**config.mk**
```make
export PLATFORM = sky130hd
export DESIGN_NAME = channel_steady_state_distribution
export DESIGN_NICKNAME = d
export VERILOG_FILES = /design/src/rtl/cssd_pkg.sv /design/src/rtl/cssd_ctrl.sv /design/src/rtl/cssd_dp.sv /design/src/rtl/channel_steady_state_distribution.sv
export SDC_FILE = /design/constraint.sdc
export NUM_CORES = 2
export LEC_CHECK = 0
export ABC_AREA = 1
export BUFFER_PORTS_ARGS = -buffer_cell sky130_fd_sc_hd__buf_2
export CAP_MARGIN = 20
export CORE_MARGIN = 2
export CORE_UTILIZATION = 45
export CTS_CLUSTER_SIZE = 25
export DETAILED_ROUTE_END_ITERATION = 8
export GPL_TIMING_DRIVEN = 1
export PLACE_DENSITY_LB_ADDON = 0.05
export SLEW_MARGIN = 20
export SYNTH_ARGS = -nofsm -noshare
export SYNTH_HDL_FRONTEND = slang
export SYNTH_HIERARCHICAL = 1
export SYNTH_SLANG_ARGS = --single-unit
export TNS_END_PERCENT = 1
```
**constraint.sdc**
```tcl
create_clock -name clk_i -period 31.3 [get_ports clk_i]
set_input_delay 1.565 -clock clk_i [delete_from_list [all_inputs] [get_ports clk_i]]
set_output_delay 1.565 -clock clk_i [all_outputs]
set_load 0.01 [all_outputs]
```
**src/rtl/cssd_pkg.sv**
```systemverilog
// Shared constants, binomial table, and controller/datapath interface types.
package cssd_pkg;

  localparam int MaxChannels = 6;
  localparam int FracBits    = 31;

  // Fixed field widths of the stream payloads and the config register
  localparam int RateW      = 24;
  localparam int CfgW       = 3;
  localparam int IdxFieldW  = 3;
  localparam int ProbFieldW = 32;
  localparam int InDataW    = 4 * RateW;
  localparam int OutBits    = 2 * IdxFieldW + 2 * ProbFieldW;
  localparam int OutDataW   = ((OutBits + 7) / 8) * 8;
  localparam int UserW      = 2;

  localparam int Depth  = MaxChannels + 1;
  localparam int CntW   = $clog2(MaxChannels + 1);
  localparam int ProbW  = FracBits + 1;
  localparam int NumW   = 2 * RateW;
  localparam int DenW   = NumW + 2;
  localparam int RemW   = DenW + 1;
  localparam int MulW   = 32;
  localparam int ProdW  = 2 * MulW;
  localparam int BinW   = MaxChannels;
  localparam int CoefW  = 2 * BinW;
  localparam int StepW  = $clog2(FracBits);

  localparam logic [ProbW-1:0] OneQ = {1'b1, {FracBits{1'b0}}};

  // Probability selector codes
  localparam logic [1:0] SelP1 = 2'd0;
  localparam logic [1:0] SelP2 = 2'd1;
  localparam logic [1:0] SelP3 = 2'd2;

  typedef logic [Depth-1:0][Depth-1:0][BinW-1:0] bin_tab_t;

  // Pascal triangle, built at elaboration
  function automatic bin_tab_t pascal_table();
    bin_tab_t c;
    c = '0;
    for (int n = 0; n < Depth; n++) begin
      c[n][0] = BinW'(1);
      for (int j = 1; j <= n; j++) begin
        c[n][j] = BinW'(c[n-1][j-1] + c[n-1][j]);
      end
    end
    return c;
  endfunction

  localparam bin_tab_t BinTab = pascal_table();

  typedef enum logic [3:0] {
    OP_NONE,
    OP_LOAD,
    OP_N1,
    OP_N2,
    OP_N3,
    OP_DEN,
    OP_DIV_INIT,
    OP_DIV_STEP,
    OP_P_STORE,
    OP_POW,
    OP_T1,
    OP_T2,
    OP_T3,
    OP_EMIT
  } op_e;

  typedef struct packed {
    op_e             op;
    logic [1:0]      sel;
    logic [CntW-1:0] pidx;
    logic [CntW-1:0] k;
    logic [CntW-1:0] l;
    logic [CntW-1:0] ch;
    logic            level_done;
    logic            last;
  } cmd_t;

  typedef struct packed {
    logic bad;
    logic out_free;
  } sts_t;

endpackage

```
**src/rtl/cssd_ctrl.sv**
```systemverilog
// Sequencer: config register, run indices and the command stream to the datapath.
module cssd_ctrl (
  input  logic                      clk_i,
  input  logic                      rst_ni,
  input  logic                      cfg_we_i,
  input  logic [cssd_pkg::CfgW-1:0] cfg_wdata_i,
  input  logic                      in_valid_i,
  output logic                      in_ready_o,
  input  cssd_pkg::sts_t            sts_i,
  output cssd_pkg::cmd_t            cmd_o
);
  import cssd_pkg::*;

  localparam logic [3:0] StIdle    = 4'd0;
  localparam logic [3:0] StN1      = 4'd1;
  localparam logic [3:0] StN2      = 4'd2;
  localparam logic [3:0] StN3      = 4'd3;
  localparam logic [3:0] StDen     = 4'd4;
  localparam logic [3:0] StDivInit = 4'd5;
  localparam logic [3:0] StDivStep = 4'd6;
  localparam logic [3:0] StPStore  = 4'd7;
  localparam logic [3:0] StPow     = 4'd8;
  localparam logic [3:0] StT1      = 4'd9;
  localparam logic [3:0] StT2      = 4'd10;
  localparam logic [3:0] StT3      = 4'd11;
  localparam logic [3:0] StEmit    = 4'd12;

  logic [3:0]       state_q, state_d;
  logic [CfgW-1:0]  cfg_q;
  logic [CntW-1:0]  ch_q, ch_d;
  logic [CntW-1:0]  k_q, k_d;
  logic [CntW-1:0]  l_q, l_d;
  logic [CntW-1:0]  pidx_q, pidx_d;
  logic [1:0]       sel_q, sel_d;
  logic [StepW-1:0] step_q, step_d;
  logic             lvl_done;
  logic             run_last;

  assign lvl_done = (l_q == k_q);
  assign run_last = lvl_done && (k_q == ch_q);

  always_comb begin
    state_d = state_q;
    ch_d    = ch_q;
    k_d     = k_q;
    l_d     = l_q;
    pidx_d  = pidx_q;
    sel_d   = sel_q;
    step_d  = step_q;

    cmd_o.op         = OP_NONE;
    cmd_o.sel        = sel_q;
    cmd_o.pidx       = pidx_q;
    cmd_o.k          = k_q;
    cmd_o.l          = l_q;
    cmd_o.ch         = ch_q;
    cmd_o.level_done = lvl_done;
    cmd_o.last       = run_last;

    in_ready_o = (state_q == StIdle);

    unique case (state_q)
      StIdle: begin
        if (in_valid_i) begin
          cmd_o.op = OP_LOAD;
          if (int'(cfg_q) > MaxChannels) begin
            ch_d = CntW'(MaxChannels);
          end else begin
            ch_d = CntW'(cfg_q);
          end
          state_d = StN1;
        end
      end
      StN1: begin
        cmd_o.op = OP_N1;
        state_d  = StN2;
      end
      StN2: begin
        cmd_o.op = OP_N2;
        state_d  = StN3;
      end
      StN3: begin
        cmd_o.op = OP_N3;
        state_d  = StDen;
      end
      StDen: begin
        cmd_o.op = OP_DEN;
        sel_d    = SelP1;
        k_d      = '0;
        l_d      = '0;
        state_d  = StDivInit;
      end
      StDivInit: begin
        // zero denominator: every term is forced to zero, skip the math
        if (sts_i.bad) begin
          state_d = StT1;
        end else begin
          cmd_o.op = OP_DIV_INIT;
          step_d   = '0;
          state_d  = StDivStep;
        end
      end
      StDivStep: begin
        cmd_o.op = OP_DIV_STEP;
        if (step_q == StepW'(FracBits - 1)) begin
          state_d = StPStore;
        end else begin
          step_d = step_q + StepW'(1);
        end
      end
      StPStore: begin
        cmd_o.op = OP_P_STORE;
        if (sel_q == SelP3) begin
          sel_d  = SelP1;
          pidx_d = CntW'(2);
          if (MaxChannels < 2) begin
            state_d = StT1;
          end else begin
            state_d = StPow;
          end
        end else begin
          sel_d   = sel_q + 2'd1;
          state_d = StDivInit;
        end
      end
      StPow: begin
        cmd_o.op = OP_POW;
        if (pidx_q == CntW'(MaxChannels)) begin
          pidx_d = CntW'(2);
          if (sel_q == SelP3) begin
            state_d = StT1;
          end else begin
            sel_d = sel_q + 2'd1;
          end
        end else begin
          pidx_d = pidx_q + CntW'(1);
        end
      end
      StT1: begin
        cmd_o.op = OP_T1;
        state_d  = StT2;
      end
      StT2: begin
        cmd_o.op = OP_T2;
        state_d  = StT3;
      end
      StT3: begin
        cmd_o.op = OP_T3;
        state_d  = StEmit;
      end
      StEmit: begin
        if (sts_i.out_free) begin
          cmd_o.op = OP_EMIT;
          if (lvl_done) begin
            if (run_last) begin
              state_d = StIdle;
            end else begin
              k_d     = k_q + CntW'(1);
              l_d     = '0;
              state_d = StT1;
            end
          end else begin
            l_d     = l_q + CntW'(1);
            state_d = StT1;
          end
        end
      end
      default: begin
        state_d = StIdle;
      end
    endcase
  end

  always_ff @(posedge clk_i or negedge rst_ni) begin
    if (!rst_ni) begin
      state_q <= StIdle;
      cfg_q   <= CfgW'(1);
      ch_q    <= '0;
      k_q     <= '0;
      l_q     <= '0;
      pidx_q  <= '0;
      sel_q   <= SelP1;
      step_q  <= '0;
    end else begin
      state_q <= state_d;
      ch_q    <= ch_d;
      k_q     <= k_d;
      l_q     <= l_d;
      pidx_q  <= pidx_d;
      sel_q   <= sel_d;
      step_q  <= step_d;
      if (cfg_we_i) begin
        cfg_q <= cfg_wdata_i;
      end
    end
  end

endmodule

```
**src/rtl/cssd_dp.sv**
```systemverilog
// Datapath: shared multiplier, radix-2 divider, power tables and output register.
module cssd_dp (
  input  logic                            clk_i,
  input  logic                            rst_ni,
  input  cssd_pkg::cmd_t                  cmd_i,
  input  logic [cssd_pkg::RateW-1:0]      rate_1_to_2_i,
  input  logic [cssd_pkg::RateW-1:0]      rate_2_to_1_i,
  input  logic [cssd_pkg::RateW-1:0]      rate_2_to_3_i,
  input  logic [cssd_pkg::RateW-1:0]      rate_3_to_2_i,
  output cssd_pkg::sts_t                  sts_o,
  input  logic                            out_ready_i,
  output logic                            out_valid_o,
  output logic [cssd_pkg::IdxFieldW-1:0]  level_index_o,
  output logic [cssd_pkg::IdxFieldW-1:0]  inner_index_o,
  output logic [cssd_pkg::ProbFieldW-1:0] joint_prob_o,
  output logic [cssd_pkg::ProbFieldW-1:0] level_prob_o,
  output logic                            level_done_o,
  output logic                            last_o,
  output logic                            bad_rates_o
);
  import cssd_pkg::*;

  logic [RateW-1:0] r12_q, r21_q, r23_q, r32_q;
  logic [NumW-1:0]  n1_q, n2_q, n3_q;
  logic [DenW-1:0]  den_q, den_sum;
  logic             bad_q;
  logic [RemW-1:0]  rem_q;
  logic [ProbW-1:0] quo_q;
  logic [ProbW-1:0] pw_q [3][Depth];
  logic [CntW-1:0]  rd_idx [3];
  logic [ProbW-1:0] rd_pw [3];
  logic [ProbW-1:0] t_q, term_q, sum_q;
  logic [CoefW-1:0] coef_q;

  logic [CntW-1:0]  pm1, kml, chmk;
  logic [MulW-1:0]  mul_a, mul_b;
  logic [ProdW-1:0] prod;
  logic [ProbW-1:0] qprod, term_sat;

  logic [NumW-1:0]  num_sel;
  logic [RemW-1:0]  num_ext, den_ext, rem_sh;
  logic             ge_init, ge_step;

  logic [ProbW:0]   sum_add;
  logic [ProbW-1:0] sum_sat;

  logic                  out_valid_q;
  logic [IdxFieldW-1:0]  lvl_idx_q, inn_idx_q;
  logic [ProbFieldW-1:0] joint_q, lvl_prob_q;
  logic                  lvl_done_q, last_q, bad_out_q;

  assign pm1  = cmd_i.pidx - CntW'(1);
  assign kml  = cmd_i.k - cmd_i.l;
  assign chmk = cmd_i.ch - cmd_i.k;

  // one read port per power table
  always_comb begin
    if (cmd_i.op == OP_POW) begin
      rd_idx[0] = pm1;
      rd_idx[1] = pm1;
      rd_idx[2] = pm1;
    end else begin
      rd_idx[0] = cmd_i.l;
      rd_idx[1] = kml;
      rd_idx[2] = chmk;
    end
    for (int s = 0; s < 3; s++) begin
      rd_pw[s] = pw_q[s][rd_idx[s]];
    end
  end

  // shared multiplier operand select
  always_comb begin
    mul_a = '0;
    mul_b = '0;
    unique case (cmd_i.op)
      OP_N1: begin
        mul_a = MulW'(r21_q);
        mul_b = MulW'(r32_q);
      end
      OP_N2: begin
        mul_a = MulW'(r12_q);
        mul_b = MulW'(r23_q);
      end
      OP_N3: begin
        mul_a = MulW'(r12_q);
        mul_b = MulW'(r32_q);
      end
      OP_POW: begin
        mul_a = MulW'(rd_pw[cmd_i.sel]);
        mul_b = MulW'(pw_q[cmd_i.sel][1]);
      end
      OP_T1: begin
        mul_a = MulW'(rd_pw[0]);
        mul_b = MulW'(rd_pw[1]);
      end
      OP_T2: begin
        mul_a = MulW'(t_q);
        mul_b = MulW'(rd_pw[2]);
      end
      OP_T3: begin
        mul_a = MulW'(coef_q);
        mul_b = MulW'(t_q);
      end
      default: ;
    endcase
  end

  assign prod     = ProdW'(mul_a) * ProdW'(mul_b);
  assign qprod    = ProbW'(prod >> FracBits);
  assign term_sat = (prod > ProdW'(OneQ)) ? OneQ : ProbW'(prod);

  assign den_sum = DenW'(n1_q) + DenW'(n2_q) + DenW'(n3_q);

  // restoring divider, one quotient bit per cycle
  always_comb begin
    unique case (cmd_i.sel)
      SelP1:   num_sel = n1_q;
      SelP2:   num_sel = n2_q;
      default: num_sel = n3_q;
    endcase
  end

  assign num_ext = RemW'(num_sel);
  assign den_ext = RemW'(den_q);
  assign rem_sh  = {rem_q[RemW-2:0], 1'b0};
  assign ge_init = (num_ext >= den_ext);
  assign ge_step = (rem_sh >= den_ext);

  assign sum_add = (ProbW+1)'(sum_q) + (ProbW+1)'(term_q);
  assign sum_sat = (sum_add > (ProbW+1)'(OneQ)) ? OneQ : ProbW'(sum_add);

  always_ff @(posedge clk_i) begin
    unique case (cmd_i.op)
      OP_LOAD: begin
        r12_q <= rate_1_to_2_i;
        r21_q <= rate_2_to_1_i;
        r23_q <= rate_2_to_3_i;
        r32_q <= rate_3_to_2_i;
        sum_q <= '0;
      end
      OP_N1: n1_q <= NumW'(prod);
      OP_N2: n2_q <= NumW'(prod);
      OP_N3: n3_q <= NumW'(prod);
      OP_DEN: begin
        den_q <= den_sum;
        bad_q <= (den_sum == '0);
      end
      OP_DIV_INIT: begin
        rem_q <= ge_init ? (num_ext - den_ext) : num_ext;
        quo_q <= ProbW'(ge_init);
      end
      OP_DIV_STEP: begin
        rem_q <= ge_step ? (rem_sh - den_ext) : rem_sh;
        quo_q <= {quo_q[ProbW-2:0], ge_step};
      end
      OP_P_STORE: begin
        pw_q[cmd_i.sel][0] <= OneQ;
        pw_q[cmd_i.sel][1] <= quo_q;
      end
      OP_POW: pw_q[cmd_i.sel][cmd_i.pidx] <= qprod;
      OP_T1: begin
        t_q    <= qprod;
        coef_q <= CoefW'(BinTab[cmd_i.ch][cmd_i.k]) * CoefW'(BinTab[cmd_i.k][cmd_i.l]);
      end
      OP_T2: t_q <= qprod;
      OP_T3: term_q <= bad_q ? '0 : term_sat;
      OP_EMIT: begin
        sum_q      <= cmd_i.level_done ? '0 : sum_sat;
        lvl_idx_q  <= IdxFieldW'(cmd_i.k);
        inn_idx_q  <= IdxFieldW'(cmd_i.l);
        joint_q    <= ProbFieldW'(term_q);
        lvl_prob_q <= cmd_i.level_done ? ProbFieldW'(sum_sat) : '0;
        lvl_done_q <= cmd_i.level_done;
        last_q     <= cmd_i.last;
        bad_out_q  <= bad_q;
      end
      default: ;
    endcase
  end

  always_ff @(posedge clk_i or negedge rst_ni) begin
    if (!rst_ni) begin
      out_valid_q <= 1'b0;
    end else if (cmd_i.op == OP_EMIT) begin
      out_valid_q <= 1'b1;
    end else if (out_ready_i) begin
      out_valid_q <= 1'b0;
    end
  end

  assign sts_o.bad      = bad_q;
  assign sts_o.out_free = !out_valid_q || out_ready_i;

  assign out_valid_o   = out_valid_q;
  assign level_index_o = lvl_idx_q;
  assign inner_index_o = inn_idx_q;
  assign joint_prob_o  = joint_q;
  assign level_prob_o  = lvl_prob_q;
  assign level_done_o  = lvl_done_q;
  assign last_o        = last_q;
  assign bad_rates_o   = bad_out_q;

endmodule

```
**src/rtl/channel_steady_state_distribution.sv**
```systemverilog
// Top level: steady-state multinomial occupancy of a patch of three-state channels.
//
//   channel   dir  payload                                          handshake
//   s_axis    in   tdata: r12, r21, r23, r32 (24b each)             tvalid/tready
//   m_axis    out  tdata: k, l, joint, level sum; tuser; tlast      tvalid/tready
//   cfg       in   cfg_wdata_i: channel_count (3b)                  cfg_we_i, no wait
//
// One input transfer at a time. For N = min(channel_count, 6) an item gives
// T = (N+1)(N+2)/2 result transfers. The three 32-step divisions feed the power
// tables, then each term runs T1, T2 and T3 on the single shared 32x32 multiplier
// and then EMIT, which waits while the output register is full and m_axis_tready is low.
// With a zero denominator the divisions and the power steps are skipped.
// Reset clears the sequencer and the output valid; channel_count resets to 1.
// A stalled result sits in the output register while the next term is computed.
module channel_steady_state_distribution (
  input  logic                             clk_i,
  input  logic                             rst_ni,
  // configuration
  input  logic                             cfg_we_i,
  input  logic [cssd_pkg::CfgW-1:0]        cfg_wdata_i,
  // rate input
  input  logic                             s_axis_tvalid,
  output logic                             s_axis_tready,
  // [23:0] rate_1_to_2, [47:24] rate_2_to_1, [71:48] rate_2_to_3, [95:72] rate_3_to_2
  input  logic [cssd_pkg::InDataW-1:0]     s_axis_tdata,
  // term output
  output logic                             m_axis_tvalid,
  input  logic                             m_axis_tready,
  // [2:0] level_index, [5:3] inner_index, [37:6] joint_prob, [69:38] level_prob, zero pad
  output logic [cssd_pkg::OutDataW-1:0]    m_axis_tdata,
  // [0] level_done, [1] bad_rates
  output logic [cssd_pkg::UserW-1:0]       m_axis_tuser,
  output logic                             m_axis_tlast
);
  import cssd_pkg::*;

  cmd_t cmd;
  sts_t sts;

  logic [IdxFieldW-1:0]  level_index;
  logic [IdxFieldW-1:0]  inner_index;
  logic [ProbFieldW-1:0] joint_prob;
  logic [ProbFieldW-1:0] level_prob;
  logic                  level_done;
  logic                  last;
  logic                  bad_rates;

  // Sequencer: owns channel_count and the k/l/power/divider indices
  cssd_ctrl u_ctrl (
    .clk_i       (clk_i),
    .rst_ni      (rst_ni),
    .cfg_we_i    (cfg_we_i),
    .cfg_wdata_i (cfg_wdata_i),
    .in_valid_i  (s_axis_tvalid),
    .in_ready_o  (s_axis_tready),
    .sts_i       (sts),
    .cmd_o       (cmd)
  );

  // Datapath: rates are captured on the accepting edge (op LOAD)
  cssd_dp u_dp (
    .clk_i         (clk_i),
    .rst_ni        (rst_ni),
    .cmd_i         (cmd),
    .rate_1_to_2_i (s_axis_tdata[RateW-1:0]),
    .rate_2_to_1_i (s_axis_tdata[2*RateW-1:RateW]),
    .rate_2_to_3_i (s_axis_tdata[3*RateW-1:2*RateW]),
    .rate_3_to_2_i (s_axis_tdata[4*RateW-1:3*RateW]),
    .sts_o         (sts),
    .out_ready_i   (m_axis_tready),
    .out_valid_o   (m_axis_tvalid),
    .level_index_o (level_index),
    .inner_index_o (inner_index),
    .joint_prob_o  (joint_prob),
    .level_prob_o  (level_prob),
    .level_done_o  (level_done),
    .last_o        (last),
    .bad_rates_o   (bad_rates)
  );

  // Pack the result fields, first field in the low bits
  assign m_axis_tdata = {{(OutDataW - OutBits){1'b0}},
                         level_prob, joint_prob, inner_index, level_index};
  assign m_axis_tuser = {bad_rates, level_done};
  assign m_axis_tlast = last;

endmodule

```
# Word level (Yosys, flattened, before mapping)
# Memory sizes are Yosys's and may differ from the RTL's.
# Cells that the tools add are included.
[op_classes]
n_addsub = 13
order_cmp = 14
bitwise = 69
reduce_logical = 25
n_mux = 135
mul = 2
n_eq_ne = 43
[ops]
columns = ["cell", "count"]
rows = [
  ["$mux 32", 12],
  ["$pmux 32 s6", 2],
  ["$bmux 32 s3", 3],
  ["$mux 224", 1],
  ["$pmux 32 s2", 2],
  ["$pmux 4 s13", 2],
  ["$mux 50", 2],
  ["$pmux 50 s2", 1],
  ["$demux 32 s3", 1],
  ["$pmux 48 s2", 1],
  ["$mux 42", 2],
  ["$mux 1", 70],
  ["$bmux 32 s2", 1],
  ["$gt 64x32->1 const B", 1],
  ["$mul 32x32->64", 1],
  ["$or 1x1->1", 64],
  ["$ge 51x50->1", 1],
  ["$add 50x48->50", 1],
  ["$ge 48x50->1", 1],
  ["$logic_not 50->1", 1],
  ["$sub 48x50->50", 1],
  ["$sub 50x50->50", 1],
  ["$add 48x48->49", 1],
  ["$eq 4x4->1 const B", 11],
  ["48 further kinds", 117],
]
[word_totals]
inputBits = 104
memories = 3
output_inout_bits = 77
romBits = 672
register_bits = 581
ramBits = 672
[memory_table]
columns = ["name", "depth", "width", "read_ports", "rd_ports_with_merged_regs", "wr", "line_no", "text"]
rows = [
  ["u_dp.pw_q", 3, 224, 4, 0, 1, "cssd_dp.sv:29", "logic [ProbW-1:0] pw_q [3][Depth];"],
  ["(name not given)", 8, 42, 1, 0, 0, "cssd_dp.sv:164", "coef_q <= CoefW'(BinTab[cmd_i.ch][cmd_i.k]) * CoefW'(BinTab[cmd_i.k][cmd_i.l]);"],
  ["(name not given)", 8, 42, 1, 0, 0, "cssd_dp.sv:164", ""],
]

# Depth between registers and ports, before layout
[logic_depth]
word_depth = 17
ltp_mapped = 64
mapped_depth_nobuf = 58

# Hierarchy
# Netlist, hierarchy kept.
[by_module_without_submodules]
columns = ["mod", "instances", "area_each_um2", "cells_per_inst", "seq_area_each_um2"]
rows = [
  ["cssd_dp", 1, 99087.5, 10843, 37771.2],
  ["cssd_ctrl", 1, 1637.8, 216, 651.9],
  ["channel_steady_state_distribution", 1, 33.8, 5, 0.0],
]

# Least setup slack after synthesis
# OpenSTA, ideal clock, no wires.
[synth_path]
kind = "input -> register"
from = "input port m_axis_tready"
to = "register u_dp.term_q[24] (data pin)"
n_path_buf = 3
arrival_time_ns = 11.251
cell_stages = 47
path_slack_ns = 19.787
cell_sequence = "inv_1 -> nand2_1 -> nand2_1 -> o211ai_1 -> nor2_1 -> inv_1 -> nor2_1 -> clkbuf_1 -> nand2_1 -> nand2_1 -> a211oi_1 -> nand2_1 -> nor2_1 -> inv_1 -> clkbuf_1 -> nand2_1 -> fa_1 -> inv_1 -> (+11 left out) -> ha_1 -> nand2_1 -> nor2_1 -> nand2_1 -> nor2_1 -> nand3_1 -> nand3_1 -> xor2_1 -> nor2_1 -> nand2_1 -> nor2_1 -> nand2_1 -> nor2_1 -> nand2_1 -> nand2_1 -> nand2_1 -> buf_2 -> nor2_1"
[synth_rtl]
columns = ["element", "line_no", "text"]
rows = [
  ["start: declaration", "channel_steady_state_distribution.sv:28", "input logic m_axis_tready,"],
  ["end signal: assignment", "cssd_dp.sv:167", "OP_T3: term_q <= bad_q ? '0 : term_sat;"],
  ["end: declaration", "cssd_dp.sv:32", "logic [ProbW-1:0] t_q, term_q, sum_q;"],
]

==> metrics.md <==
| Metric | Value |
|---|---|
| Outcome | `finished, final reports clean` |
| Setup Fix Bufs, Post-CTS | `0` |
| Largest area contributor in the netlist | `edfxtp_1` |
| Clock Tree Root | `clkbuf_16` |
| Post-layout minimum cycle time | `~16 ns` |
| Slowest stage delay, CP | `1.00 ns` |
| Reg clk slew, reported paths | `roughly 0.07 ns` |
| Post-synth top cells | `nand2_1 (2308), inv_1 (1809), nor2_1 (1291), edfxtp_1 (1257), fa_1 (960)` |
| Die Area | `228000 um2` |
| Max-Cap Viols | `0` |
| Hold Violations, Final | `0` |
| Largest net degree at the start of global routing | `just over 80` |
| Fmax | `61.6 MHz` |
| Via count | `a little over 80000` |
| Post-route DRC violation count | `0` |
| CP Capture Type | `flip-flop` |
| Combinational family with the most area after synthesis | `adder cells` |
| Vias per inst | `~5.7` |
| First-pass GRT wire length | `565000 um` |
| Multi-input gate area | `around 54000 um2` |
| WL per Instance | `27.6 um` |
| Ranking of synthesized cells by area | `edfxtp_1 (37%), fa_1 (19%), nand2_1 (8.6%), inv_1 (6.7%), ha_1 (5.9%)` |
| Die Width | `between 400 and 500 um` |
| Slowest stage cell, crit path | `clkinv_1` |
| Register area | `around 38000 um2` |
| Ys flop type | `edfxtp_1` |
| Mapped Cells | `~11000` |
| Hold EP | `u_ctrl/ch_q[1]$_DFFE_PN0P_` |
| Worst slew pin tran | `about 1.2 ns` |
| Max Root-Sink Buffers | `3` |
| Drt total wl | `roughly 390000 um` |
| Hold buffer count at CTS | `0` |
| FF-to-FF End | `u_dp/term_q[15]$_SDFFCE_PP0N_` |
| Total gr overflow | `0` |
| Synth Area in Simple Gates | `0.175` |
| Clock Latency Late Sink | `~0.84 ns` |
| Antenna Violating Nets Remaining | `0` |
| #FFs+latches synth | `about 1300` |
| Yosys cell types | `66` |
| CP max FO | `61` |
| Post-DP HPWL | `~290000 um` |
| Iter 0 DRT Violations | `around 7800` |
| Vias in the first global route | `between 80000 and 90000` |
| Startpoint types | `flip-flop` |
| H-tree depth | `4` |
| Nets | `about 13000` |
| WP data arrival | `roughly 17 ns` |
| Num CTS Buffers | `about 140` |
| Worst reg2reg setup slack | `15.07 ns` |
| CTS Sinks | `between 1000 and 1500` |
| Seq/Total Area, Yosys | `0.381` |
| FILL cells | `21358` |
| Number of enable flip-flop cells after synthesis | `roughly 1300` |
| Syn avg cell area | `around 9.1 um2` |
| Hold depth | `2` |
| Initial antenna violation count | `20` |
| Post-synthesis compound-gate area fraction | `0.0900` |
| Worst-case reg-to-reg path depth | `50` |
| GPL Wtd Cong | `0.951` |
| Core Region | `223000 um2` |
| Number of synthesis warnings | `6` |
| Cts repair resizes | `0` |
| RSZ-0062 raised after global routing | `no` |
| Hold_sp | `u_ctrl/cfg_q[1]$_DFFE_PN0P_` |
| DR pass1 iterations | `6` |
| Critical Path RT | `31.88 ns` |
| Min-delay worst type | `reg2reg` |
| Count leader, synth | `nand2_1` |
| Synthesis-to-finish area growth | `9.15%` |
| Area share of xor/xnor cells in the synthesized design | `0.0157` |
| Pins over their slew limit | `0` |
| Worst r2r src | `u_ctrl/state_q[0]$_DFFE_PN0P_` |
| CP most frequent cell | `nand2_1` |
| Asr flop ratio synth | `0.0210` |
| Setup violators final | `0` |
| Post-Synth Adder-Cell Area | `0.249` |
| Total global-route track usage | `0.342` |
| Synth top area share | `0.375` |
| Slew margin rel. | `0.190` |
| CTS tree | `yes` |
| Proportion of layout cells with a drive suffix above 1 | `0.0711` |
| Starting density of the core | `0.453` |
| Clock Skews | `about 0.09 ns` |
| Post-synthesis mux area share | `0.000112` |
| Placement Rows | `about 170` |
| Die H | `about 480 um` |
| Worst Setup Path Type | `reg2reg` |
| Final period util | `0.518` |
| Fin Setup TNS | `0 ns` |
| IO Port Bufs | `178` |
| IO Pins | `roughly 180` |
| Synth Cell Area | `just over 100000 um2` |
-- how the worst max path moves through the flow --
stage	cells after the start	slack [ns]	start	endpoint
after floorplan	47	19.79	m_axis_tready	u_dp/term_q[24]$_SDFFCE_PP0N_
after global placement	51	14.95	m_axis_tready	u_dp/term_q[2]$_SDFFCE_PP0N_
after detailed placement	51	14.93	m_axis_tready	u_dp/term_q[15]$_SDFFCE_PP0N_
after CTS	52	15.27	u_ctrl/state_q[2]$_DFFE_PN0P_	u_dp/term_q[15]$_SDFFCE_PP0N_
after global routing	50	14.62	u_ctrl/state_q[0]$_DFFE_PN0P_	u_dp/term_q[15]$_SDFFCE_PP0N_
final	50	15.07	u_ctrl/state_q[0]$_DFFE_PN0P_	u_dp/term_q[15]$_SDFFCE_PP0N_
-- logic make-up after synthesis --
family,count (synthesis)
DFF,1284
and+or+nand+nor,4343
adders and majority gates,1433
muxes,1
other,3
xor gates and xnor gates,181
buffers and inverters,2273
AOI/OAI and AO/OA,1546
-- flip-flops by register name, summed over array words and instances (netlist names), 48 cells and up --
register,cells
u_dp/den_q,50
u_dp/n1_q,48
u_dp/n2_q,48
u_dp/n3_q,48
u_dp/pw_q,704
u_dp/rem_q,50
-- worst max-delay path, delay by kind of cell, from the launching register on --
| family | cells | cell delay [ns] |
|---|---|---|
| AO/OA/AOI/OAI | 4 | 0.71 |
| buffers and inverters | 11 | 3.92 |
| AND/OR/NAND/NOR | 26 | 6.47 |
| adder cells (fa/ha/maj) | 9 | 4.21 |
| flip-flops | 1 | 0.46 |
-- metal layers --
layer | up-vias | routed length (um) | track usage
met5 | - | 44 | 0
li1 | 35842 | - | -
met1 | 40459 | 164000 | 0.473
met3 | 664 | 34600 | 0.0638
met2 | 3829 | 176000 | 0.532
met4 | 6 | 18600 | 0.139
-- layout make-up --
type / instances / share of cell area
Multi-Input combinational cell: 7514 / 0.490
Tap cell: 2975 / 0.0338
Inverter: 1872 / 0.0639
Clock buffer: 171 / 0.0335
Antenna cell: 4 / 0.0000910
Timing Repair Buffer: 355 / 0.0202
Sequential cell: 1284 / 0.349
Clock inverter: 81 / 0.00928
-- cells in the final DEF, fill, tap and decap left out, types with 53 or more instances in the layout --
| cell type | count |
|---|---|
| nand2_1 | 2300 |
| inv_1 | 1800 |
| edfxtp_1 | 1257 |
| nor2_1 | 1251 |
| fa_1 | 960 |
| o21ai_0 | 499 |
| nand3_1 | 496 |
| ha_1 | 473 |
| a21oi_1 | 462 |
| buf_2 | 178 |
| buf_4 | 177 |
| clkbuf_16 | 143 |
| o211ai_1 | 127 |
| xor2_1 | 103 |
| a31oi_1 | 78 |
| xnor2_1 | 77 |
| o21ai_1 | 70 |
| inv_2 | 63 |
| o21a_1 | 53 |
-- metrics by stage --
step	instances	hold slack, ns	cell area (um2)	setup WS [ns]	util
final	14256	0.492	110000	15.07	0.494
after global placement	13999	0.518	105000	14.95	0.473
after global routing	14252	0.534	110000	14.62	0.494
after CTS	14252	0.490	110000	15.27	0.494
after floorplan	11071	0.433	101000	19.79	-
after detailed placement	14000	0.521	105000	14.93	0.473
Power is not shown: default switching activity piles up to over one toggle a cycle in this logic, so the estimate is an artifact.
